`src/sv/clock_menu_mode_controller_unit_assert.svh`:
```
// Assertion macros used by the clock menu mode controller RTL.
`ifndef CLOCK_MENU_MODE_CONTROLLER_UNIT_ASSERT_SVH
`define CLOCK_MENU_MODE_CONTROLLER_UNIT_ASSERT_SVH
`ifndef ASSERT_OFF
// Check a property on every clock edge outside reset.
`define CMMC_ASSERT(label, prop) \
  label: assert property (@(posedge clk_i) disable iff (!rst_ni) prop) \
    else $error("clock menu assertion failed");
// Check a property on every clock edge, reset included.
`define CMMC_ASSERT_ALWAYS(label, prop) \
  label: assert property (@(posedge clk_i) prop) \
    else $error("clock menu assertion failed");
`else
`define CMMC_ASSERT(label, prop)
`define CMMC_ASSERT_ALWAYS(label, prop)
`endif
`endif

```
`src/sv/cmmc_pkg.sv`:
```
// Types, codes and arithmetic helpers of the clock menu mode controller.
package cmmc_pkg;

  // Display modes
  localparam logic [1:0] MODE_TIME = 2'd0;
  localparam logic [1:0] MODE_TEMP = 2'd1;
  localparam logic [1:0] MODE_SET_HOUR = 2'd2;
  localparam logic [1:0] MODE_SET_MIN = 2'd3;

  // Configuration register indexes
  localparam logic [2:0] CFG_LONG_PRESS = 3'd0;
  localparam logic [2:0] CFG_TICKS_SLOW = 3'd1;
  localparam logic [2:0] CFG_TICKS_FAST = 3'd2;
  localparam logic [2:0] CFG_AUTO_COLOR = 3'd3;
  localparam logic [2:0] CFG_MIN_BRIGHT = 3'd4;
  localparam logic [2:0] CFG_MAX_BRIGHT = 3'd5;

  localparam int unsigned CfgIdxWidth = 3;
  localparam int unsigned CfgDataWidth = 16;

  // Reset values
  localparam logic [15:0] LONG_PRESS_RST = 16'd500;
  localparam logic [7:0] TICKS_SLOW_RST = 8'd5;
  localparam logic [7:0] TICKS_FAST_RST = 8'd25;
  localparam logic [7:0] MIN_BRIGHT_RST = 8'd1;
  localparam logic [7:0] MAX_BRIGHT_RST = 8'd40;
  localparam logic [15:0] HUE_RST = 16'd2184;
  localparam logic [7:0] BRIGHT_RST = 8'd1;

  // Range limits
  localparam logic [4:0] HOUR_LAST = 5'd23;
  localparam logic [5:0] MINUTE_LAST = 6'd59;
  localparam logic [6:0] TEMP_LAST = 7'd99;
  localparam logic [5:0] HOUR_ADVANCE_MIN = 6'd39;

  typedef struct packed {
    logic        mode;
    logic        button_down;
    logic [31:0] time_ms;
    logic [4:0]  clock_hour;
    logic [5:0]  clock_minute;
    logic [6:0]  temp_celsius;
    logic [9:0]  light_level;
  } in_beat_t;

  typedef struct packed {
    logic [1:0]  display_mode;
    logic [3:0]  hour_word;
    logic [3:0]  minute_word;
    logic [2:0]  dot_count;
    logic [3:0]  digit_tens;
    logic [3:0]  digit_ones;
    logic [7:0]  bright_level;
    logic [15:0] hue_value;
    logic        clock_write;
    logic [4:0]  write_hour;
    logic [5:0]  write_minute;
  } out_beat_t;

  // Held input beat; light is already reduced to the brightness product
  typedef struct packed {
    logic               mode;
    logic               button_down;
    logic [31:0]        time_ms;
    logic [4:0]         clock_hour;
    logic [5:0]         clock_minute;
    logic [6:0]         temp_celsius;
    logic signed [15:0] bright_prod;
  } staged_t;

  // Divide a value below 1029 by ten through the reciprocal 205/2048
  function automatic logic [6:0] div10(input logic [9:0] x);
    logic [17:0] p;
    p = 18'(x) * 18'd205;
    return p[17:11];
  endfunction

  // Divide a minute (0..63) by five through the reciprocal 205/1024
  function automatic logic [3:0] div5(input logic [5:0] x);
    logic [13:0] p;
    p = 14'(x) * 14'd205;
    return p[13:10];
  endfunction

endpackage

```
`src/sv/clock_menu_mode_controller_unit.sv`:
```
// Clock menu mode controller: button timing, menu modes, word indices and brightness.
// A beat is held in the input register; when it advances, the result of a tick beat
// is loaded into the output register, and a button beat gives no result beat.
// Throughput: one beat per cycle unless a tick beat waits on a stalled full output;
// the state update is one pass of logic between the input and output registers.
// Reset: rst_ni clears all control and menu state and loads the register defaults.
module clock_menu_mode_controller_unit (
  input  logic                  clk_i,
  input  logic                  rst_ni,
  input  logic                  in_valid_i,
  output logic                  in_stall_o,
  input  cmmc_pkg::in_beat_t    in_data_i,
  output logic                  out_valid_o,
  input  logic                  out_stall_i,
  output cmmc_pkg::out_beat_t   out_data_o,
  input  logic                  cfg_we_i,
  input  logic [cmmc_pkg::CfgIdxWidth-1:0]  cfg_idx_i,
  input  logic [cmmc_pkg::CfgDataWidth-1:0] cfg_wdata_i
);
  import cmmc_pkg::*;

  // Configuration registers
  logic [15:0] long_press_q;
  logic [7:0]  ticks_slow_q, ticks_fast_q, min_bright_q, max_bright_q;
  logic        auto_color_q;

  always_ff @(posedge clk_i or negedge rst_ni) begin
    if (!rst_ni) begin
      long_press_q <= LONG_PRESS_RST;
      ticks_slow_q <= TICKS_SLOW_RST;
      ticks_fast_q <= TICKS_FAST_RST;
      auto_color_q <= 1'b1;
      min_bright_q <= MIN_BRIGHT_RST;
      max_bright_q <= MAX_BRIGHT_RST;
    end else if (cfg_we_i) begin
      case (cfg_idx_i)
        CFG_LONG_PRESS: long_press_q <= cfg_wdata_i;
        CFG_TICKS_SLOW: ticks_slow_q <= cfg_wdata_i[7:0];
        CFG_TICKS_FAST: ticks_fast_q <= cfg_wdata_i[7:0];
        CFG_AUTO_COLOR: auto_color_q <= cfg_wdata_i[0];
        CFG_MIN_BRIGHT: min_bright_q <= cfg_wdata_i[7:0];
        CFG_MAX_BRIGHT: max_bright_q <= cfg_wdata_i[7:0];
        default: ;
      endcase
    end
  end

  // Handshake: a held beat advances when it needs no result slot or one is free
  logic    in_valid_q, out_valid_q, advance, accept, out_free;
  staged_t in_q;
  out_beat_t out_q, out_d;

  assign out_free   = !out_valid_q || !out_stall_i;
  assign advance    = in_valid_q && (in_q.mode || out_free);
  assign in_stall_o = in_valid_q && !advance;
  assign accept     = in_valid_i && !in_stall_o;

  // Reduce the light sample to pct * (max - min) on the way in
  logic [6:0]         light_pct;
  logic signed [8:0]  bright_diff;
  logic signed [16:0] prod_full;

  always_comb begin
    light_pct   = div10(in_data_i.light_level);
    bright_diff = $signed({1'b0, max_bright_q}) - $signed({1'b0, min_bright_q});
    prod_full   = 17'($signed({1'b0, light_pct}) * bright_diff);
  end

  // Input register
  always_ff @(posedge clk_i or negedge rst_ni) begin
    if (!rst_ni) begin
      in_valid_q <= 1'b0;
    end else if (accept) begin
      in_valid_q <= 1'b1;
    end else if (advance) begin
      in_valid_q <= 1'b0;
    end
  end

  always_ff @(posedge clk_i) begin
    if (accept) begin
      in_q.mode         <= in_data_i.mode;
      in_q.button_down  <= in_data_i.button_down;
      in_q.time_ms      <= in_data_i.time_ms;
      in_q.clock_hour   <= in_data_i.clock_hour;
      in_q.clock_minute <= in_data_i.clock_minute;
      in_q.temp_celsius <= in_data_i.temp_celsius;
      in_q.bright_prod  <= prod_full[15:0];
    end
  end

  // Menu state
  logic [1:0]  menu_state_q, menu_state_d;
  logic [7:0]  menu_count_q, menu_count_d;
  logic [4:0]  edit_hour_q, edit_hour_d;
  logic [5:0]  edit_minute_q, edit_minute_d;
  logic        pending_q, pending_d;
  logic [31:0] stamp_q, stamp_d;
  logic [3:0]  shown_hour_q, shown_hour_d;
  logic [3:0]  shown_word_q, shown_word_d;
  logic [2:0]  shown_dots_q, shown_dots_d;
  logic [15:0] hue_q, hue_d;
  logic [7:0]  bright_q, bright_d;

  // Clamped inputs and derived time-mode values
  logic [4:0]  hour24;
  logic [5:0]  minute;
  logic [6:0]  temp;
  logic [3:0]  h12, hword;
  logic [3:0]  min_word;
  logic [31:0] press_len;
  logic [15:0] hue_auto;

  // Brightness: floor(prod / 100) + min, saturated
  logic        prod_neg;
  logic [14:0] prod_mag, prod_adj;
  logic [27:0] quot_full;
  logic [8:0]  quot_mag;
  logic signed [10:0] bright_sum;
  logic [7:0]  bright_new;

  // Digit split
  logic [6:0] digit_val, tens_full;
  logic [3:0] tens, ones;
  logic       wr;

  always_comb begin
    hour24    = (in_q.clock_hour > HOUR_LAST) ? in_q.clock_hour - 5'd24 : in_q.clock_hour;
    minute    = (in_q.clock_minute > MINUTE_LAST) ? MINUTE_LAST : in_q.clock_minute;
    temp      = (in_q.temp_celsius > TEMP_LAST) ? TEMP_LAST : in_q.temp_celsius;
    h12       = (hour24 > 5'd12) ? 4'(hour24 - 5'd12) : hour24[3:0];
    hword     = h12;
    if (minute > HOUR_ADVANCE_MIN) begin
      hword = (h12 == 4'd12) ? 4'd1 : h12 + 4'd1;
    end
    if (hword == 4'd0) begin
      hword = 4'd12;
    end
    min_word  = div5(minute);
    hue_auto  = {minute, 9'd0} + {1'b0, minute, 8'd0} + {4'd0, minute, 5'd0};
    press_len = in_q.time_ms - stamp_q;

    prod_neg   = in_q.bright_prod[15];
    prod_mag   = prod_neg ? 15'(-in_q.bright_prod) : in_q.bright_prod[14:0];
    prod_adj   = prod_neg ? prod_mag + 15'd99 : prod_mag;
    quot_full  = 28'(prod_adj) * 28'd5243;
    quot_mag   = quot_full[27:19];
    bright_sum = prod_neg ? -$signed({2'b0, quot_mag}) : $signed({2'b0, quot_mag});
    bright_sum = bright_sum + $signed({3'b0, min_bright_q});
    if (bright_sum < 0) begin
      bright_new = 8'd0;
    end else if (bright_sum > 11'sd255) begin
      bright_new = 8'd255;
    end else begin
      bright_new = bright_sum[7:0];
    end
  end

  // State update for one beat
  always_comb begin
    menu_state_d  = menu_state_q;
    menu_count_d  = menu_count_q;
    edit_hour_d   = edit_hour_q;
    edit_minute_d = edit_minute_q;
    pending_d     = pending_q;
    stamp_d       = stamp_q;
    shown_hour_d  = shown_hour_q;
    shown_word_d  = shown_word_q;
    shown_dots_d  = shown_dots_q;
    hue_d         = hue_q;
    bright_d      = bright_q;
    wr            = 1'b0;

    if (in_q.mode) begin
      // Button edge: stamp on press, classify on release
      if (in_q.button_down) begin
        stamp_d = in_q.time_ms;
      end else if (press_len > {16'd0, long_press_q}) begin
        if (menu_state_q == MODE_TIME) begin
          menu_state_d = MODE_SET_HOUR;
          menu_count_d = 8'd0;
        end
      end else if (menu_state_q == MODE_TIME || menu_state_q == MODE_TEMP) begin
        menu_state_d = MODE_TEMP;
        menu_count_d = 8'd0;
      end else begin
        pending_d = 1'b1;
      end
    end else begin
      case (menu_state_q)
        MODE_TIME: begin
          bright_d     = bright_new;
          edit_hour_d  = {1'b0, h12};
          shown_hour_d = hword;
          shown_word_d = min_word;
          shown_dots_d = 3'(minute - 6'({min_word, 2'b00} + {2'b00, min_word}));
          if (auto_color_q) begin
            hue_d = hue_auto;
          end
        end
        MODE_TEMP: begin
          menu_count_d = menu_count_q + 8'd1;
          if (menu_count_d == ticks_slow_q) begin
            menu_state_d = MODE_TIME;
          end
        end
        MODE_SET_HOUR: begin
          if (pending_q) begin
            pending_d    = 1'b0;
            edit_hour_d  = (edit_hour_q < HOUR_LAST) ? edit_hour_q + 5'd1 : 5'd0;
            menu_count_d = 8'd0;
          end
          menu_count_d = menu_count_d + 8'd1;
          if (menu_count_d == ticks_fast_q) begin
            menu_state_d  = MODE_SET_MIN;
            menu_count_d  = 8'd0;
            edit_minute_d = minute;
          end
        end
        default: begin
          if (pending_q) begin
            pending_d     = 1'b0;
            edit_minute_d = (edit_minute_q < MINUTE_LAST) ? edit_minute_q + 6'd1 : 6'd0;
            menu_count_d  = 8'd0;
          end
          menu_count_d = menu_count_d + 8'd1;
          if (menu_count_d == ticks_fast_q) begin
            wr           = 1'b1;
            menu_state_d = MODE_TIME;
          end
        end
      endcase
    end

    // Pick the two-digit value for the new mode
    case (menu_state_d)
      MODE_TEMP:     digit_val = temp;
      MODE_SET_HOUR: digit_val = {2'b0, edit_hour_d};
      MODE_SET_MIN:  digit_val = {1'b0, edit_minute_d};
      default:       digit_val = 7'd0;
    endcase
    tens_full = div10({3'b0, digit_val});
    tens      = tens_full[3:0];
    ones      = 4'(digit_val - 7'({tens_full[3:0], 3'b000} + {2'b00, tens_full[3:0], 1'b0}));

    out_d.display_mode = menu_state_d;
    out_d.hour_word    = shown_hour_d;
    out_d.minute_word  = shown_word_d;
    out_d.dot_count    = shown_dots_d;
    out_d.digit_tens   = tens;
    out_d.digit_ones   = ones;
    out_d.bright_level = bright_d;
    out_d.hue_value    = hue_d;
    out_d.clock_write  = wr;
    out_d.write_hour   = wr ? edit_hour_d : 5'd0;
    out_d.write_minute = wr ? edit_minute_d : 6'd0;
  end

  // Commit state when the held beat advances
  always_ff @(posedge clk_i or negedge rst_ni) begin
    if (!rst_ni) begin
      menu_state_q  <= MODE_TIME;
      menu_count_q  <= 8'd0;
      edit_hour_q   <= 5'd0;
      edit_minute_q <= 6'd0;
      pending_q     <= 1'b0;
      stamp_q       <= 32'd0;
      shown_hour_q  <= 4'd0;
      shown_word_q  <= 4'd0;
      shown_dots_q  <= 3'd0;
      hue_q         <= HUE_RST;
      bright_q      <= BRIGHT_RST;
    end else if (advance) begin
      menu_state_q  <= menu_state_d;
      menu_count_q  <= menu_count_d;
      edit_hour_q   <= edit_hour_d;
      edit_minute_q <= edit_minute_d;
      pending_q     <= pending_d;
      stamp_q       <= stamp_d;
      shown_hour_q  <= shown_hour_d;
      shown_word_q  <= shown_word_d;
      shown_dots_q  <= shown_dots_d;
      hue_q         <= hue_d;
      bright_q      <= bright_d;
    end
  end

  // Output register: load on a tick beat, drop once taken
  always_ff @(posedge clk_i or negedge rst_ni) begin
    if (!rst_ni) begin
      out_valid_q <= 1'b0;
    end else if (advance && !in_q.mode) begin
      out_valid_q <= 1'b1;
    end else if (!out_stall_i) begin
      out_valid_q <= 1'b0;
    end
  end

  always_ff @(posedge clk_i) begin
    if (advance && !in_q.mode) begin
      out_q <= out_d;
    end
  end

  assign out_valid_o = out_valid_q;
  assign out_data_o  = out_q;

  `include "clock_menu_mode_controller_unit_assert.svh"

  `CMMC_ASSERT(a_write_returns_to_time,
      out_valid_q && out_q.clock_write |-> out_q.display_mode == MODE_TIME)
  `CMMC_ASSERT(a_time_mode_no_digits,
      out_valid_q && out_q.display_mode == MODE_TIME |->
      out_q.digit_tens == 4'd0 && out_q.digit_ones == 4'd0)
  `CMMC_ASSERT(a_digits_decimal,
      out_valid_q |-> out_q.digit_tens <= 4'd9 && out_q.digit_ones <= 4'd9)
  `CMMC_ASSERT_ALWAYS(a_pending_only_in_edit,
      pending_q |-> menu_state_q == MODE_SET_HOUR || menu_state_q == MODE_SET_MIN)
  `CMMC_ASSERT(a_stall_needs_held_beat, in_stall_o |-> in_valid_q && !in_q.mode)

endmodule

```
`config.mk`:
```
export PLATFORM = sky130hd
export DESIGN_NAME = clock_menu_mode_controller_unit
export DESIGN_NICKNAME = d
export VERILOG_FILES = /design/src/sv/cmmc_pkg.sv /design/src/sv/clock_menu_mode_controller_unit.sv
export VERILOG_INCLUDE_DIRS = /design/src /design/src/sv
export SDC_FILE = /design/constraint.sdc
export NUM_CORES = 1
export LEC_CHECK = 0
export ABC_CLOCK_PERIOD_IN_PS = 12400
export BUFFER_PORTS_ARGS = -buffer_cell sky130_fd_sc_hd__buf_2
export CAP_MARGIN = 20
export CORE_ASPECT_RATIO = 0.8
export CORE_MARGIN = 2
export CORE_UTILIZATION = 51
export CTS_CLUSTER_DIAMETER = 40
export DETAILED_ROUTE_END_ITERATION = 8
export HOLD_SLACK_MARGIN = 0.12
export PLACE_DENSITY = 0.69
export SYNTH_ARGS = -nofsm -noshare
export SYNTH_HDL_FRONTEND = slang
export SYNTH_SLANG_ARGS = --single-unit
```
`constraint.sdc`:
```
create_clock -name clk_i -period 12.4 [get_ports clk_i]
set_clock_uncertainty 0.05 [all_clocks]
set_input_delay 0.62 -clock clk_i [delete_from_list [all_inputs] [get_ports clk_i]]
set_output_delay 0.62 -clock clk_i [all_outputs]
set_load 0.05 [all_outputs]
```
# After elaboration in Yosys (flattened, before gate mapping)
# Cells that the tools add are included.
[op_classes]
addsub = 20
mul = 5
magnitude_cmp = 10
eq_ne = 22
n_mux = 66
reduce_logical = 27
[ops]
columns = ["operator", "count"]
rows = [
  ["8-bit 2-to-1 mux", 15],
  ["16-bit 2-to-1 mux", 3],
  ["32-bit by 16-bit greater-than comparator with 1-bit output", 1],
  ["4-bit 2-to-1 mux", 8],
  ["32-bit subtractor", 1],
  ["15-bit 2-to-1 mux", 2],
  ["6-bit 2-to-1 mux", 5],
  ["15-bit by 13-bit multiplier with 28-bit output, second input constant", 1],
  ["8-bit by 1-bit adder with 8-bit output, second input constant", 3],
  ["8-bit == test", 3],
  ["8-bit one-hot mux with 3 select lines", 1],
  ["7-bit one-hot mux with 3 select lines", 1],
  ["5-bit 2-to-1 mux", 4],
  ["10-bit by 8-bit multiplier with 18-bit output, second input constant", 1],
  ["15-bit by 14-bit adder with 16-bit output", 1],
  ["16-bit by 11-bit adder with 16-bit output", 1],
  ["8-bit by 9-bit multiplier with 16-bit output", 1],
  ["2-bit 2-to-1 mux", 8],
  ["15-bit by 7-bit adder with 15-bit output, second input constant", 1],
  ["7-bit by 8-bit multiplier with 15-bit output, second input constant", 1],
  ["15-bit negation", 1],
  ["6-bit by 8-bit multiplier with 14-bit output, second input constant", 1],
  ["6-bit greater-than comparator, second input constant", 2],
  ["1-bit 2-to-1 mux", 12],
  ["47 further kinds", 72],
]
[word_totals]
regBits = 265
in_bits = 86

# Longest topological paths before layout
[logic_depth]
depth_word = 14
mapped_depth = 54
ltp_nobuf = 51

# Worst setup path after synthesis
# No wires, ideal clock.
[synth_path]
path_type = "reg-to-reg"
startpoint = "register in_q[0] (netlist name)"
endpoint = "register out_q, in the netlist out_data_o[34] (data pin)"
setup_ns = 0.276
t_arrival_ns = 10.443
slack_ns = 1.631
stages_incl_launch_ff = 51
path_buffers = 4
cell_sequence = "edfxtp_1 clkbuf_1 inv_1 ha_1 clkbuf_1 nand2_1 or3_1 clkbuf_1 o31ai_1 xor2_1 nor2_1 a21oi_1 xnor2_1 inv_1 xnor2_1 fa_1 fa_1 fa_1 (+15 left out) nor3_1 nor3_1 a22o_1 nand2_1 o21ai_0 xnor2_1 ha_1 inv_1 o21bai_1 a21oi_1 o21bai_1 a21oi_1 inv_1 nor2_1 o2bb2ai_1 a21o_1 buf_2 a211oi_1"
[synth_via]
elab_chain_cells = 13
word_cells_on_any_way = 14
classes_between = "4 x add/sub; 1 x mul; 2 x order compare; 7 x mux"
[synth_lines]
columns = ["item", "line_no", "source"]
rows = [
  ["start, declared", "clock_menu_mode_controller_unit.sv:50", "staged_t in_q;"],
  ["15-bit negation", "clock_menu_mode_controller_unit.sv:144", "prod_mag = prod_neg ? 15'(-in_q.bright_prod) : in_q.bright_prod[14:0];"],
  ["15-bit 2-to-1 mux *", "clock_menu_mode_controller_unit.sv:144", ""],
  ["15-bit by 7-bit adder with 15-bit output", "clock_menu_mode_controller_unit.sv:145", "prod_adj = prod_neg ? prod_mag + 15'd99 : prod_mag;"],
  ["15-bit 2-to-1 mux *", "clock_menu_mode_controller_unit.sv:145", ""],
  ["15-bit by 13-bit multiplier with 28-bit output *", "clock_menu_mode_controller_unit.sv:146", "quot_full = 28'(prod_adj) * 28'd5243;"],
  ["9-bit negation with 11-bit output", "clock_menu_mode_controller_unit.sv:148", "bright_sum = prod_neg ? -$signed({2'b0, quot_mag}) : $signed({2'b0, quot_mag});"],
  ["11-bit 2-to-1 mux *", "clock_menu_mode_controller_unit.sv:148", ""],
  ["11-bit by 9-bit adder with 11-bit output *", "clock_menu_mode_controller_unit.sv:149", "bright_sum = bright_sum + $signed({3'b0, min_bright_q});"],
  ["11-bit by 9-bit greater-than comparator with 1-bit output", "clock_menu_mode_controller_unit.sv:152", "end else if (bright_sum > 11'sd255) begin"],
  ["8-bit 2-to-1 mux", "clock_menu_mode_controller_unit.sv:152", ""],
  ["8-bit 2-to-1 mux *", "clock_menu_mode_controller_unit.sv:150", "if (bright_sum < 0) begin"],
  ["8-bit 2-to-1 mux *", "clock_menu_mode_controller_unit.sv:190", "case (menu_state_q)"],
  ["8-bit 2-to-1 mux *", "clock_menu_mode_controller_unit.sv:174", "if (in_q.mode) begin"],
  ["named net bright_d[6]", "clock_menu_mode_controller_unit.sv:103", "logic [7:0] bright_q, bright_d;"],
  ["end signal, assigned", "clock_menu_mode_controller_unit.sv:301", "out_q <= out_d;"],
  ["end, declared", "clock_menu_mode_controller_unit.sv:51", "out_beat_t out_q, out_d;"],
]
# Mark *: on every way through the listed nets, which the timed path passes. The rest lies on a longest branch.
# A chain may end at the register's enable or synchronous reset.

# Final worst setup path
[layout_path]
startpoint = "register in_q[0] (netlist name)"
endpoint = "register out_q, in the netlist out_data_o[28] (data pin)"
# Same word-level chain as after synthesis.

==> results.py <==
metrics = {
    "clock_tree": {
        "cts.sink_count": 265,
        "cts_buffers": 38,
        "clk_path_buf_depth": 3,
        "worstSkewPairLatency_ns": 0.56,
        "clock_tree.root_cell": "clkbuf_16",
        "worst_setup_hold_path_clk_slew_ns": 0.06,
        "tritoncts": "done",
        "cts.htree.levels": 2,
    },
    "worst_setup_path": {
        "worstSetupStartpointType": "register",
        "cp_slowest_stage_delay_ns": 0.61,
        "critical_path.endpoint_type": "register",
        "ff2ff_path_depth": 46,
        "worst_ep_arrival_time_ns": 12.06,
        "top_fanout_value_on_the_critical_path": 16,
        "data_required_critical_path_ns": 12.71,
        "worstSetupPathType": "register to register",
        "critical-path-slowest-cell": "or4b_2",
    },
    "synthesis": {
        "synthesis.instances": 2601,
        "synth_fp_nets": 3165,
        "synthesis.area_per_instance_sq_um": 9.593,
        "synth-main-ff-cell": "edfxtp_1",
        "yosys.cell_types.count": 97,
        "ys.warnings.count": 0,
        "synth_enable_flop_cells": 125,
        "asyncSetResetFlopFracSynth_pct": 52.83,
        "synth-seq-area-share_pct": 29.18,
        "yosys_reg_bits": 265,
        "netlist_area_sq_um": 24950,
    },
    "sta": {
        "achievable-frequency_ghz": 0.08509,
        "finalSetupViolCount": 0,
        "layout_min_cycle_time_ns": 11.75,
        "timing.max_slew.rel_slack_pct": 27.53,
        "setup-tns-final_ns": 0,
        "maxSlewViolCount": 0,
        "rsz0062_at_grt": "no",
        "report.final.hold_viol_count": 0,
        "worst-slew-pin-transition_ns": 1.079,
        "layout_worst_path_cycle_share_pct": 94.78,
    },
    "placed_design": {
        "finalWeightedCongestion": 0.9730,
        "dp.final_hpwl_um": 45740,
        "port-buffer-count": 144,
    },
    "global_routing": {
        "first_global_vias": 19195,
        "grt_overflow": 0,
        "grt_antenna_before_repair": 5,
        "grt_first_pass_wirelength_um": 96080,
        "grt_usage_pct": 23.07,
        "grt_max_degree": 92,
    },
    "floorplanning": {
        "num_rows": 72,
        "die-height_um": 201.8,
        "initial_core_util_pct": 51.68,
        "io-pin-count": 145,
        "core_sq_um": 48290,
        "horizontal_die_dimension_um": 251.3,
        "floorplan.die_area_sq_um": 50720,
    },
    "drt": {
        "route.detailed.vias_per_inst": 5.547,
        "routed_wirelength_um": 57610,
        "routed-via-count": 18805,
        "antenna_violating_nets_post_route": 0,
        "drt-initial-drc-count": 1495,
        "count_of_tritonroute_iterations_in_the_first_routing_pass": 6,
        "drt-wirelength-per-cell_um": 16.99,
        "route.detailed.drc": 0,
    },
    "final_layout": {
        "post_route_cells_drive_above_1_share_pct": 13.68,
        "fin_nets": 3290,
        "area_growth_pct": 10.77,
        "n_fill_cell": 4182,
    },
    "flow_run": {
        "max_cap_violations": 0,
    },
    "min_path": {
        "worstHoldPathCells": 1,
        "worstHoldPathType": "input pin to register",
    },
    "run_status": {
        "result_of_the_run": "finished clean",
    },
}
[cell usage in the layout (no fill, tap or decap), types with 19 or more instances in the layout]
master,n
a21o_1,41
clkbuf_16,38
a21oi_1,116
mux2_2,68
ha_1,327
o21a_1,23
nand2b_1,20
dfrtp_1,121
nand2_1,228
nor2_1,149
buf_2,143
a31oi_1,19
xor2_1,54
and2_1,25
dfstp_2,19
fa_1,151
nor2b_1,21
nand4_1,22
o21ai_0,130
a211oi_1,22
inv_1,389
edfxtp_1,125
nand3_1,48
xnor2_1,89
nor3_1,27
[routing by layer]
layer  share of wire, %  routed length [um]  vias up  track usage (%)
met1                 48               27640     9068            32.85
met5                  0                   0        -                0
met4                2.0                1157        0            6.250
met3                4.3                2495       83            2.898
met2                 46               26320      426            37.27
li1                   -                   -     9228                -
[logic make-up (layout without fill, tap and decap cells)]
family                     count (synthesis)  in the layout  share of synthesized area [%]
other                                      0              5                              0
muxes                                     80             80                          3.550
buffers and inverters                    468            623                          7.236
AOI/OAI and AO/OA                        516            516                          13.74
xor gates and xnor gates                 149            149                          5.230
adders and majority gates                478            478                          28.51
DFF                                      265            265                          29.18
and+or+nand+nor                          645            645                          12.55
[cell usage after synthesis, drive strengths merged (5+ instances only)]
cell / number / area, sq um
a2111oi: 8 / 82.58
a211o: 6 / 52.55
a211oi: 25 / 202.7
a21o: 42 / 315.3
a21oi: 122 / 636.9
a22o: 7 / 61.31
a31oi: 19 / 118.9
and2: 29 / 185.2
and3: 20 / 131.4
and4: 7 / 61.31
buf: 22 / 131.4
clkbuf: 56 / 210.2
dfrtp: 121 / 3028
dfstp: 19 / 499.2
edfxtp: 125 / 3754
fa: 151 / 3023
ha: 327 / 4091
inv: 390 / 1464
mux2: 68 / 765.7
mux2i: 12 / 120.1
nand2: 229 / 862.1
nand2b: 20 / 125.1
nand3: 48 / 240.2
nand3b: 6 / 48.80
nand4: 23 / 158.9
nor2: 150 / 563.0
nor2b: 22 / 137.6
nor3: 27 / 135.1
nor4: 14 / 93.84
o211ai: 9 / 72.57
o21a: 23 / 172.7
o21ai: 139 / 706.9
o21bai: 18 / 135.1
o221ai: 6 / 52.55
o22a: 5 / 43.79
o22ai: 7 / 43.79
o311ai: 8 / 70.07
o31ai: 14 / 105.1
or2: 12 / 75.07
or3: 12 / 80.08
or4: 7 / 52.55
xnor2: 94 / 823.3
xor2: 55 / 481.7
[state kept, by name (all words and copies together), names as in the netlist, 2 cells and up]
register	count
hue_q	16
ticks_fast_q	8
menu_count_q	8
ticks_slow_q	8
max_bright_q	8
long_press_q	16
shown_hour_q	4
in_q	68
min_bright_q	8
edit_minute_q	6
out_data_o	57
edit_hour_q	5
shown_word_q	4
stamp_q	32
menu_state_q	2
bright_q	8
shown_dots_q	3
[metrics by stage]
stage               hold slack [ns]  setup WS (ns)  area, sq um  util [%]  std cells
floorplan                    0.2744          1.631        24950         -       2601
CTS                          0.1598         0.5997        27540     57.04       3382
detailed placement           0.4024         0.6388        26250     54.36       3311
global route                 0.1719        0.02297        27640     57.24       3390
finish                       0.1868         0.6478        27640     57.24       3390
global placement             0.3981          1.047        26250     54.36       3311
[path summary, 6_finish.rpt]
path	startpoint	endpoint	slack, ns
hold / removal	in_data_i[14]	in_q[20]	0.19
hold reg to reg	hue_q[11]	hue_q[11]	0.41
setup / recovery	in_q[0]	out_data_o[28]	0.65
min in group asynchronous	rst_ni	stamp_q[20]	0.66
max in group asynchronous	rst_ni	shown_dots_q[1]	10.40
setup reg to reg	in_q[0]	out_data_o[28]	0.65
[timing repair]
item,4_1_cts,5_1_grt
endpoints found under the setup margin,0,16
hold buffers,1,0
setup buffers,0,3
resized for setup,0,11
hold endpoints to repair,10,0
[critical path, delay by kind of cell (launching register included)]
kind,cells,cell delay [ns]
buffers and inverters,4,0.39
AND/OR/NAND/NOR,14,3.06
flip-flops,1,0.52
adder cells (fa/ha/maj),8,3.27
multiplexers,1,0.18
XOR/XNOR,4,1.09
AO/OA/AOI/OAI,15,2.99
[cell type report]
cell class / count / area, sq um / share of cell area, %
clock inverters: 23 / 254.0 / 0.9190
inverters: 390 / 1464 / 5.297
clock buffers: 47 / 1028 / 3.721
well taps: 629 / 787.0 / 2.847
flip-flops and latches: 265 / 7281 / 26.34
diodes: 5 / 12.51 / 0.04527
repair buffers: 163 / 872.1 / 3.155
multi-input cells: 1868 / 15940 / 57.67
Power is not shown: default switching activity piles up to over one toggle a cycle in this logic, so the estimate is an artifact.
